<file path="src/design/tlvp_pkg.sv">
// Package for the TLV option parser: request and result types, phase and code enums,
// and the option kind decoder.
// No dependencies; every module of the parser imports it.
`default_nettype none

package tlvp_pkg;

    // Generic payloads longer than this are rejected at the length byte.
    localparam logic [7:0] MAX_PAYLOAD = 8'd253;

    // Required lengths of the fixed options and bytes taken by complete options.
    localparam logic [7:0] CHAIN_LEN  = 8'd2;
    localparam logic [7:0] SEV_LEN    = 8'd1;
    localparam logic [7:0] USED_NOP   = 8'd1;
    localparam logic [7:0] USED_HDR   = 8'd2;
    localparam logic [7:0] USED_SEV   = 8'd3;
    localparam logic [7:0] USED_CHAIN = 8'd4;

    // Configuration register indexes and reset values.
    localparam int unsigned CfgIdxW = 1;
    localparam logic [CfgIdxW-1:0] CFG_CHAIN_CODE = 1'b0;
    localparam logic [CfgIdxW-1:0] CFG_SEV_CODE   = 1'b1;
    localparam logic [7:0] CHAIN_CODE_RST = 8'd1;
    localparam logic [7:0] SEV_CODE_RST   = 8'd2;

    typedef enum logic [2:0] {
        PH_TYPE    = 3'd0,
        PH_LEN     = 3'd1,
        PH_CHAIN   = 3'd2,
        PH_SEV     = 3'd3,
        PH_ANY     = 3'd4,
        PH_DISCARD = 3'd5
    } phase_t;

    typedef enum logic [1:0] {
        KIND_NOP   = 2'd0,
        KIND_CHAIN = 2'd1,
        KIND_SEV   = 2'd2,
        KIND_ANY   = 2'd3
    } kind_t;

    typedef enum logic [1:0] {
        EV_PAYLOAD = 2'd0,
        EV_DONE    = 2'd1,
        EV_ERROR   = 2'd2
    } event_t;

    typedef struct packed {
        logic [7:0] data_byte;
        logic       buffer_end;
    } in_item_t;

    typedef struct packed {
        logic [1:0]  event_res;
        logic [1:0]  option_kind;
        logic [7:0]  option_type;
        logic [7:0]  option_length;
        logic [15:0] chain_value;
        logic [2:0]  severity_level;
        logic        payload_valid;
        logic [7:0]  payload_out;
        logic [7:0]  bytes_consumed;
    } out_item_t;

    // Request held in the input register.
    typedef struct packed {
        logic     valid;
        in_item_t item;
    } in_slot_t;

    // Result produced by the parser core for the output register.
    typedef struct packed {
        logic      valid;
        out_item_t item;
    } res_slot_t;

    // Kind of an option type byte; the chain code wins over the severity code.
    function automatic kind_t kind_of(input logic [7:0] t, input logic [7:0] chain_code,
                                      input logic [7:0] sev_code);
        kind_t k;
        if (t == 8'd0) begin
            k = KIND_NOP;
        end else if (t == chain_code) begin
            k = KIND_CHAIN;
        end else if (t == sev_code) begin
            k = KIND_SEV;
        end else begin
            k = KIND_ANY;
        end
        return k;
    endfunction

endpackage

`default_nettype wire

</file>
<file path="src/design/tlv_option_parser.sv">
// Top level of the TLV option parser: configuration registers and the three stages.
// Depends on tlvp_pkg, tlvp_in_stage, tlvp_core and tlvp_out_stage.
//
// Usage:
//   Input channel (in_valid / in_stall / in_data) carries one byte of the option area
//   per request, with buffer_end set on the last byte of a buffer.
//   Output channel (out_valid / out_stall / out_data) carries zero or one result per
//   byte: a generic payload byte, a completed option or an error.
//   A request is registered in the input register, parsed by the core and its result
//   lands in the output register, whose valid bit drives out_valid to the receiver.
//   One byte per cycle is sustained while the receiver does not stall; the rate is set
//   by the single parse step between the input and output registers.
//   When the receiver stalls, the output register holds its result and the input
//   register holds at most one more byte, after which in_stall rises.
//   Reset empties both registers, returns the parser to waiting for a type byte and
//   loads the chain code with 1 and the severity code with 2. The user writes the codes
//   on cfg_we / cfg_index / cfg_data with no byte in flight; the block does not check.
`default_nettype none

module tlv_option_parser (
    input  wire logic                                 clk,
    input  wire logic                                 rst_n,
    input  wire logic                                 in_valid,
    output logic                                      in_stall,
    input  wire tlvp_pkg::in_item_t                   in_data,
    output logic                                      out_valid,
    input  wire logic                                 out_stall,
    output tlvp_pkg::out_item_t                       out_data,
    input  wire logic                                 cfg_we,
    input  wire logic [tlvp_pkg::CfgIdxW-1:0]         cfg_index,
    input  wire logic [7:0]                           cfg_data
);
    import tlvp_pkg::*;

    logic [7:0] chain_code_reg;
    logic [7:0] sev_code_reg;
    in_slot_t   slot;
    res_slot_t  res;
    logic       proc;
    logic       slot_free;

    // Configuration register writes.
    always_ff @(posedge clk or negedge rst_n)
    begin
        if (!rst_n)
        begin
            chain_code_reg <= CHAIN_CODE_RST;
            sev_code_reg   <= SEV_CODE_RST;
        end
        else if (cfg_we)
        begin
            unique case (cfg_index)
                CFG_CHAIN_CODE: chain_code_reg <= cfg_data;
                CFG_SEV_CODE:   sev_code_reg   <= cfg_data;
                default:        ;
            endcase
        end
    end

    tlvp_in_stage u_in_stage (
        .clk      (clk),
        .rst_n    (rst_n),
        .in_valid (in_valid),
        .in_stall (in_stall),
        .in_data  (in_data),
        .proc     (proc),
        .slot     (slot)
    );

    tlvp_core u_core (
        .clk        (clk),
        .rst_n      (rst_n),
        .slot       (slot),
        .slot_free  (slot_free),
        .chain_code (chain_code_reg),
        .sev_code   (sev_code_reg),
        .proc       (proc),
        .res        (res)
    );

    tlvp_out_stage u_out_stage (
        .clk       (clk),
        .rst_n     (rst_n),
        .proc      (proc),
        .res       (res),
        .slot_free (slot_free),
        .out_valid (out_valid),
        .out_stall (out_stall),
        .out_data  (out_data)
    );

endmodule

`default_nettype wire

</file>
<file path="src/design/tlvp_in_stage.sv">
// Input register of the TLV option parser: holds one request until the core takes it.
// Depends on tlvp_pkg.
`default_nettype none

module tlvp_in_stage (
    input  wire logic              clk,
    input  wire logic              rst_n,
    input  wire logic              in_valid,
    output logic                   in_stall,
    input  wire tlvp_pkg::in_item_t in_data,
    input  wire logic              proc,
    output tlvp_pkg::in_slot_t     slot
);
    import tlvp_pkg::*;

    logic     valid_reg;
    logic     valid_next;
    in_item_t item_reg;
    logic     take;

    // The register can take a new request when it is empty or drains this cycle.
    assign in_stall   = valid_reg & ~proc;
    assign take       = in_valid & ~in_stall;
    assign valid_next = take | (valid_reg & ~proc);

    always_ff @(posedge clk or negedge rst_n)
    begin
        if (!rst_n)
        begin
            valid_reg <= 1'b0;
        end
        else
        begin
            valid_reg <= valid_next;
        end
    end

    always_ff @(posedge clk)
    begin
        if (take)
        begin
            item_reg <= in_data;
        end
    end

    assign slot.valid = valid_reg;
    assign slot.item  = item_reg;

endmodule

`default_nettype wire

</file>
<file path="src/design/tlvp_core.sv">
// Parser core of the TLV option parser: parse state registers and the per-byte logic
// that updates them and forms the result. Depends on tlvp_pkg.
`default_nettype none

module tlvp_core (
    input  wire logic               clk,
    input  wire logic               rst_n,
    input  wire tlvp_pkg::in_slot_t slot,
    input  wire logic               slot_free,
    input  wire logic [7:0]         chain_code,
    input  wire logic [7:0]         sev_code,
    output logic                    proc,
    output tlvp_pkg::res_slot_t     res
);
    import tlvp_pkg::*;

    phase_t     phase_reg;
    phase_t     phase_next;
    logic [7:0] type_reg;
    logic [7:0] type_next;
    logic [7:0] len_reg;
    logic [7:0] len_next;
    logic [7:0] left_reg;
    logic [7:0] left_next;
    logic [7:0] idhi_reg;
    logic [7:0] idhi_next;

    logic [7:0] b;
    logic       last;
    kind_t      held_kind;
    kind_t      new_kind;
    phase_t     fail_phase;
    logic       has_res;
    out_item_t  r;

    // The byte is parsed once the output register has room for its result.
    assign proc       = slot.valid & slot_free;
    assign b          = slot.item.data_byte;
    assign last       = slot.item.buffer_end;
    assign held_kind  = kind_of(type_reg, chain_code, sev_code);
    assign new_kind   = kind_of(b, chain_code, sev_code);
    assign fail_phase = last ? PH_TYPE : PH_DISCARD;

    // Next parse state.
    always_comb
    begin
        phase_next = phase_reg;
        type_next  = type_reg;
        len_next   = len_reg;
        left_next  = left_reg;
        idhi_next  = idhi_reg;
        unique case (phase_reg)
            PH_LEN:
            begin
                len_next = b;
                if (held_kind == KIND_CHAIN)
                begin
                    if (b != CHAIN_LEN || last)
                    begin
                        phase_next = fail_phase;
                    end
                    else
                    begin
                        left_next  = CHAIN_LEN;
                        phase_next = PH_CHAIN;
                    end
                end
                else if (held_kind == KIND_SEV)
                begin
                    if (b != SEV_LEN || last)
                    begin
                        phase_next = fail_phase;
                    end
                    else
                    begin
                        left_next  = SEV_LEN;
                        phase_next = PH_SEV;
                    end
                end
                else if (b > MAX_PAYLOAD)
                begin
                    phase_next = fail_phase;
                end
                else if (b == 8'd0)
                begin
                    phase_next = PH_TYPE;
                end
                else if (last)
                begin
                    phase_next = fail_phase;
                end
                else
                begin
                    left_next  = b;
                    phase_next = PH_ANY;
                end
            end
            PH_CHAIN:
            begin
                left_next = left_reg - 8'd1;
                idhi_next = b;
                if (left_reg == 8'd1)
                begin
                    phase_next = PH_TYPE;
                end
                else if (last)
                begin
                    phase_next = fail_phase;
                end
            end
            PH_SEV:
            begin
                left_next  = 8'd0;
                phase_next = PH_TYPE;
            end
            PH_ANY:
            begin
                left_next = left_reg - 8'd1;
                if (left_reg == 8'd1)
                begin
                    phase_next = PH_TYPE;
                end
                else if (last)
                begin
                    phase_next = fail_phase;
                end
            end
            PH_DISCARD:
            begin
                if (last)
                begin
                    phase_next = PH_TYPE;
                end
            end
            default:
            begin
                // Type byte; unused phase codes land here as well.
                type_next = b;
                len_next  = 8'd0;
                left_next = 8'd0;
                if (b == 8'd0 || last)
                begin
                    phase_next = PH_TYPE;
                end
                else
                begin
                    phase_next = PH_LEN;
                end
            end
        endcase
    end

    // Result for the current byte.
    always_comb
    begin
        has_res          = 1'b0;
        r.event_res      = EV_ERROR;
        r.option_kind    = KIND_ANY;
        r.option_type    = type_reg;
        r.option_length  = len_reg;
        r.chain_value    = 16'd0;
        r.severity_level = 3'd0;
        r.payload_valid  = 1'b0;
        r.payload_out    = 8'd0;
        r.bytes_consumed = 8'd0;
        unique case (phase_reg)
            PH_LEN:
            begin
                r.option_kind   = held_kind;
                r.option_length = b;
                if (held_kind == KIND_CHAIN)
                begin
                    has_res = (b != CHAIN_LEN) || last;
                end
                else if (held_kind == KIND_SEV)
                begin
                    has_res = (b != SEV_LEN) || last;
                end
                else if (b > MAX_PAYLOAD)
                begin
                    has_res = 1'b1;
                end
                else if (b == 8'd0)
                begin
                    // An empty generic option completes at its length byte.
                    has_res          = 1'b1;
                    r.event_res      = EV_DONE;
                    r.bytes_consumed = USED_HDR;
                end
                else
                begin
                    has_res = last;
                end
            end
            PH_CHAIN:
            begin
                r.option_kind = KIND_CHAIN;
                if (left_reg == 8'd1)
                begin
                    has_res          = 1'b1;
                    r.event_res      = EV_DONE;
                    r.chain_value    = {idhi_reg, b};
                    r.bytes_consumed = USED_CHAIN;
                end
                else
                begin
                    has_res = last;
                end
            end
            PH_SEV:
            begin
                has_res          = 1'b1;
                r.event_res      = EV_DONE;
                r.option_kind    = KIND_SEV;
                r.severity_level = b[2:0];
                r.bytes_consumed = USED_SEV;
            end
            PH_ANY:
            begin
                if (left_reg == 8'd1)
                begin
                    has_res          = 1'b1;
                    r.event_res      = EV_DONE;
                    r.payload_valid  = 1'b1;
                    r.payload_out    = b;
                    r.bytes_consumed = len_reg + USED_HDR;
                end
                else if (last)
                begin
                    has_res = 1'b1;
                end
                else
                begin
                    has_res         = 1'b1;
                    r.event_res     = EV_PAYLOAD;
                    r.payload_valid = 1'b1;
                    r.payload_out   = b;
                end
            end
            PH_DISCARD:
            begin
                has_res = 1'b0;
            end
            default:
            begin
                r.option_type   = b;
                r.option_length = 8'd0;
                if (b == 8'd0)
                begin
                    has_res          = 1'b1;
                    r.event_res      = EV_DONE;
                    r.option_kind    = KIND_NOP;
                    r.bytes_consumed = USED_NOP;
                end
                else
                begin
                    // Buffer ends right after the type byte.
                    has_res       = last;
                    r.option_kind = new_kind;
                end
            end
        endcase
    end

    assign res.valid = proc & has_res;
    assign res.item  = r;

    // Parse state advances only on a parsed byte.
    always_ff @(posedge clk or negedge rst_n)
    begin
        if (!rst_n)
        begin
            phase_reg <= PH_TYPE;
            type_reg  <= 8'd0;
            len_reg   <= 8'd0;
            left_reg  <= 8'd0;
            idhi_reg  <= 8'd0;
        end
        else if (proc)
        begin
            phase_reg <= phase_next;
            type_reg  <= type_next;
            len_reg   <= len_next;
            left_reg  <= left_next;
            idhi_reg  <= idhi_next;
        end
    end

    // A passed-out payload byte always belongs to a generic option.
    a_payload_generic: assert property (@(posedge clk) disable iff (!rst_n)
        res.valid && res.item.payload_valid |-> res.item.option_kind == KIND_ANY)
        else $error("payload byte passed out for a non-generic option");

    // Errors never report consumed bytes or data.
    a_error_clean: assert property (@(posedge clk) disable iff (!rst_n)
        res.valid && res.item.event_res == EV_ERROR
        |-> res.item.bytes_consumed == 8'd0 && !res.item.payload_valid
            && res.item.chain_value == 16'd0)
        else $error("error result carries data");

    // While in a body phase there is always at least one byte left.
    a_left_nonzero: assert property (@(posedge clk) disable iff (!rst_n)
        phase_reg == PH_ANY || phase_reg == PH_CHAIN |-> left_reg != 8'd0)
        else $error("body phase with no bytes left");

    // The parse state holds while no byte is parsed.
    a_hold: assert property (@(posedge clk) disable iff (!rst_n)
        !proc |=> $stable(phase_reg) && $stable(left_reg))
        else $error("parse state moved without a parsed byte");

endmodule

`default_nettype wire

</file>
<file path="src/design/tlvp_out_stage.sv">
// Output register of the TLV option parser: holds one result until the receiver takes it.
// Depends on tlvp_pkg.
`default_nettype none

module tlvp_out_stage (
    input  wire logic                clk,
    input  wire logic                rst_n,
    input  wire logic                proc,
    input  wire tlvp_pkg::res_slot_t res,
    output logic                     slot_free,
    output logic                     out_valid,
    input  wire logic                out_stall,
    output tlvp_pkg::out_item_t      out_data
);
    import tlvp_pkg::*;

    logic      valid_reg;
    logic      valid_next;
    out_item_t item_reg;

    // Room for a new result when empty or when the held one leaves this cycle.
    assign slot_free  = ~valid_reg | ~out_stall;
    assign valid_next = proc ? res.valid : (valid_reg & out_stall);

    always_ff @(posedge clk or negedge rst_n)
    begin
        if (!rst_n)
        begin
            valid_reg <= 1'b0;
        end
        else
        begin
            valid_reg <= valid_next;
        end
    end

    always_ff @(posedge clk)
    begin
        if (proc && res.valid)
        begin
            item_reg <= res.item;
        end
    end

    assign out_valid = valid_reg;
    assign out_data  = item_reg;

endmodule

`default_nettype wire

</file>
<file path="config.mk">
export PLATFORM = sky130hd
export DESIGN_NAME = tlv_option_parser
export DESIGN_NICKNAME = d
export VERILOG_FILES = /design/src/design/tlvp_pkg.sv /design/src/design/tlv_option_parser.sv /design/src/design/tlvp_in_stage.sv /design/src/design/tlvp_core.sv /design/src/design/tlvp_out_stage.sv
export SDC_FILE = /design/constraint.sdc
export NUM_CORES = 1
export LEC_CHECK = 0
export BUFFER_PORTS_ARGS = -buffer_cell sky130_fd_sc_hd__buf_2
export CORE_UTILIZATION = 33
export DETAILED_ROUTE_END_ITERATION = 12
export HOLD_SLACK_MARGIN = 0.15
export PLACE_DENSITY_LB_ADDON = 0.1
export SYNTH_ARGS = -nofsm -noshare
export SYNTH_HDL_FRONTEND = slang
export SYNTH_SLANG_ARGS = --single-unit
</file>
<file path="constraint.sdc">
create_clock -name clk -period 12.9 [get_ports clk]
set_clock_uncertainty 0.2 [all_clocks]
set_input_delay 2.58 -clock clk [delete_from_list [all_inputs] [get_ports clk]]
set_output_delay 2.58 -clock clk [all_outputs]
set_load 0.01 [all_outputs]
</file>
==> run metrics <==
outcome complete, no violations; layout cells sized above 1 0.303; crit-path cells buf_2 > nand3_1 > inv_1 > buf_2; Reg-to-Reg End u_out_stage.out_data[6]; worst-case reg-to-reg path depth 12; Setup TNS 0 ns; top cells by area, synth edfxtp_1 (34%), dfrtp_1 (22%), mux2_2 (8.4%); yosys warns 0; leakage power 2.83 nW; initial antenna violation count 0; Mapped Cells 485; Routed WL per cell 17.7 um; Post-CTS Setup Inserts 0; Slew headroom 0.323; MaxCap Viol Count 0; Vias/cell 5.08; Mapped Area 5780 um2; total CTS buffers 17; I/O Buffers 80; max reg flops 56; CTS max path bufs 2; gpl congestion 0.799; WP data arrival 2.96 ns; final setup vio count 0; Initial DRT Pass Iterations 4; number of cell rows 48; die span in y 134 um; Hold WC Path Type reg -> reg; CTS root buf clkbuf_16; GRT Util Overall 0.169; post-detailed-route DRC marker count 0; RSZ-0062 raised after global routing false; global route overflow 0; syn nets 514; CP Capture Point in_stall; CP max stage cell buf_2; Netlist cell types 63; CP most frequent cell buf_2; critical path's largest stage delay 0.13 ns; hold_buf cts 0; WS Path Type in -> out; Critical path origin out_stall; Peak Freq 174 MHz; Critical Path RT 10.12 ns; Period Utilization, post-route 0.445; post-synth top area share 0.337; power density over the cells 222 nW/um2; critical path capture point type primary output; core region area 17200 um2; Inst Count DP 768; worst reg2reg startpoint chain_code_reg[0]; die width 134 um; Final Hold Viols 0; Yosys top cell by area edfxtp_1; Critical Path Source Type input pin; pin count of the biggest net entering global routing 54; final slew viol count 0; final std cells w/o fill 800; crit-path max FO 3; first-pass GRT wire length 22600 um; die area 18100 um2; Initial Utilization 0.337; Post-DP HPWL 9370 um; P&R area growth vs syn 21.3%; #FFs+latches synth 118; CTS tree built; Iter 0 DRT Violations 220; commonest cells in the netlist edfxtp_1 (65), nand2_1 (55), dfrtp_1 (51); routed vias 4065; flop2flop setup slack 8.61 ns; vias in the first global route 4069; design area 7020 um2; Post-CTS Resized 0; clk_lat worst skew 0.43 ns; Slew @ Worst Pin 1.02 ns; post-route minimum period 5.74 ns; CTS H-tree depth 4; async set or reset register ratio after synthesis 0.449; Final #Nets 591; num ports 81; clock-pin slew on the worst setup and hold paths 0.05 ns; maximum vdd drop 112 uV; Final ANT Viol Nets 0; final wirelength 14200 um; synthesized area per cell 11.9 um2; cell with the most instances after synthesis edfxtp_1; number of flops mapped to enable cells by yosys 65; n_diodes 0; DP Area 6390 um2; CTS Sinks 118; Top FF cell, synth edfxtp_1; post-synthesis sequential area ratio 0.567
==> placed cells by master, fill, tap and decap left out, types with 3 or more instances in the layout <==
master	Yosys	final
a21oi_1	15	15
a22oi_1	6	6
a32oi_1	5	5
and2_1	27	27
and3_1	5	5
buf_2	6	80
buf_4	0	3
bufinv_16	0	4
clkbuf_16	0	17
clkinvlp_4	0	5
dfrtp_1	51	51
edfxtp_1	65	65
ha_1	6	6
inv_1	10	10
mux2_2	43	43
nand2_1	55	55
nand2b_1	3	3
nand3_1	7	7
nand4_1	7	7
nor2_1	23	23
nor2b_1	5	5
nor3_1	6	6
nor4_1	8	8
o21ai_0	19	19
o2bb2ai_1	8	8
xnor2_1	11	11
xor2_1	26	26
==> metal layers <==
layer	up-vias	GRT usage	wire length, um
li1	1924	-	-
met1	2019	0.238	7040
met2	101	0.247	6250
met3	21	0.0378	642
met4	0	0.0724	230
met5	-	0	0
==> where the power goes <==
part	switching, mW	internal (mW)	leakage (nW)
clock network	0.180	0.323	0.292
registers	0.101	0.518	1.29
logic	0.252	0.183	1.25
==> worst max-delay path, delay by kind of cell <==
kind,cells,cell delay (ns)
simple gates,1,0.09
buf+inv,3,0.30
==> cell families (layout without fill, tap and decap cells) <==
family,after synthesis,in the layout,share of synthesized area
buffers and inverters,35,125,0.0242
adder cells (fa/ha/maj),6,6,0.0130
multiplexers,45,45,0.0872
AO/OA/AOI/OAI,80,80,0.0999
XOR/XNOR,37,37,0.0560
AND/OR/NAND/NOR,164,164,0.152
flip-flops,118,118,0.567
==> through the flow <==
stage / worst slack, ns / hold slack [ns] / power, mW / utilization
6_report: 7.16 / 0.298 / 1.56 / 0.408
5_1_grt: 7.10 / 0.308 / 1.65 / 0.408
4_1_cts: 7.15 / 0.301 / 1.58 / 0.408
3_5_place_dp: 7.16 / 0.285 / 1.07 / 0.372
3_3_place_gp: 7.16 / 0.281 / 1.06 / 0.372
2_1_floorplan: 7.36 / 0.258 / 0.915 / -
==> worst min path at each step <==
stage | start | endpoint | slack, ns | cells after the start
global route | u_core.left_reg[6] | u_core.left_reg[6] | 0.31 | 1
detailed placement | u_core.left_reg[6] | u_core.left_reg[6] | 0.28 | 1
finish | u_core.left_reg[6] | u_core.left_reg[6] | 0.30 | 1
floorplan | u_core.left_reg[6] | u_core.left_reg[6] | 0.26 | 1
CTS | u_core.left_reg[6] | u_core.left_reg[6] | 0.30 | 1
global placement | u_core.idhi_reg[0] | u_core.idhi_reg[0] | 0.28 | 1
==> layout make-up <==
cell class | count | area (um2)
clock buffers | 17 | 425
repair buffers | 83 | 423
fillers | 1696 | 10200
multi-input cells | 332 | 2360
clock inverters | 15 | 203
flip-flops and latches | 118 | 3280
well taps | 225 | 282
inverters | 10 | 37.5
No activity file was read; power rests on OpenSTA's default activity.
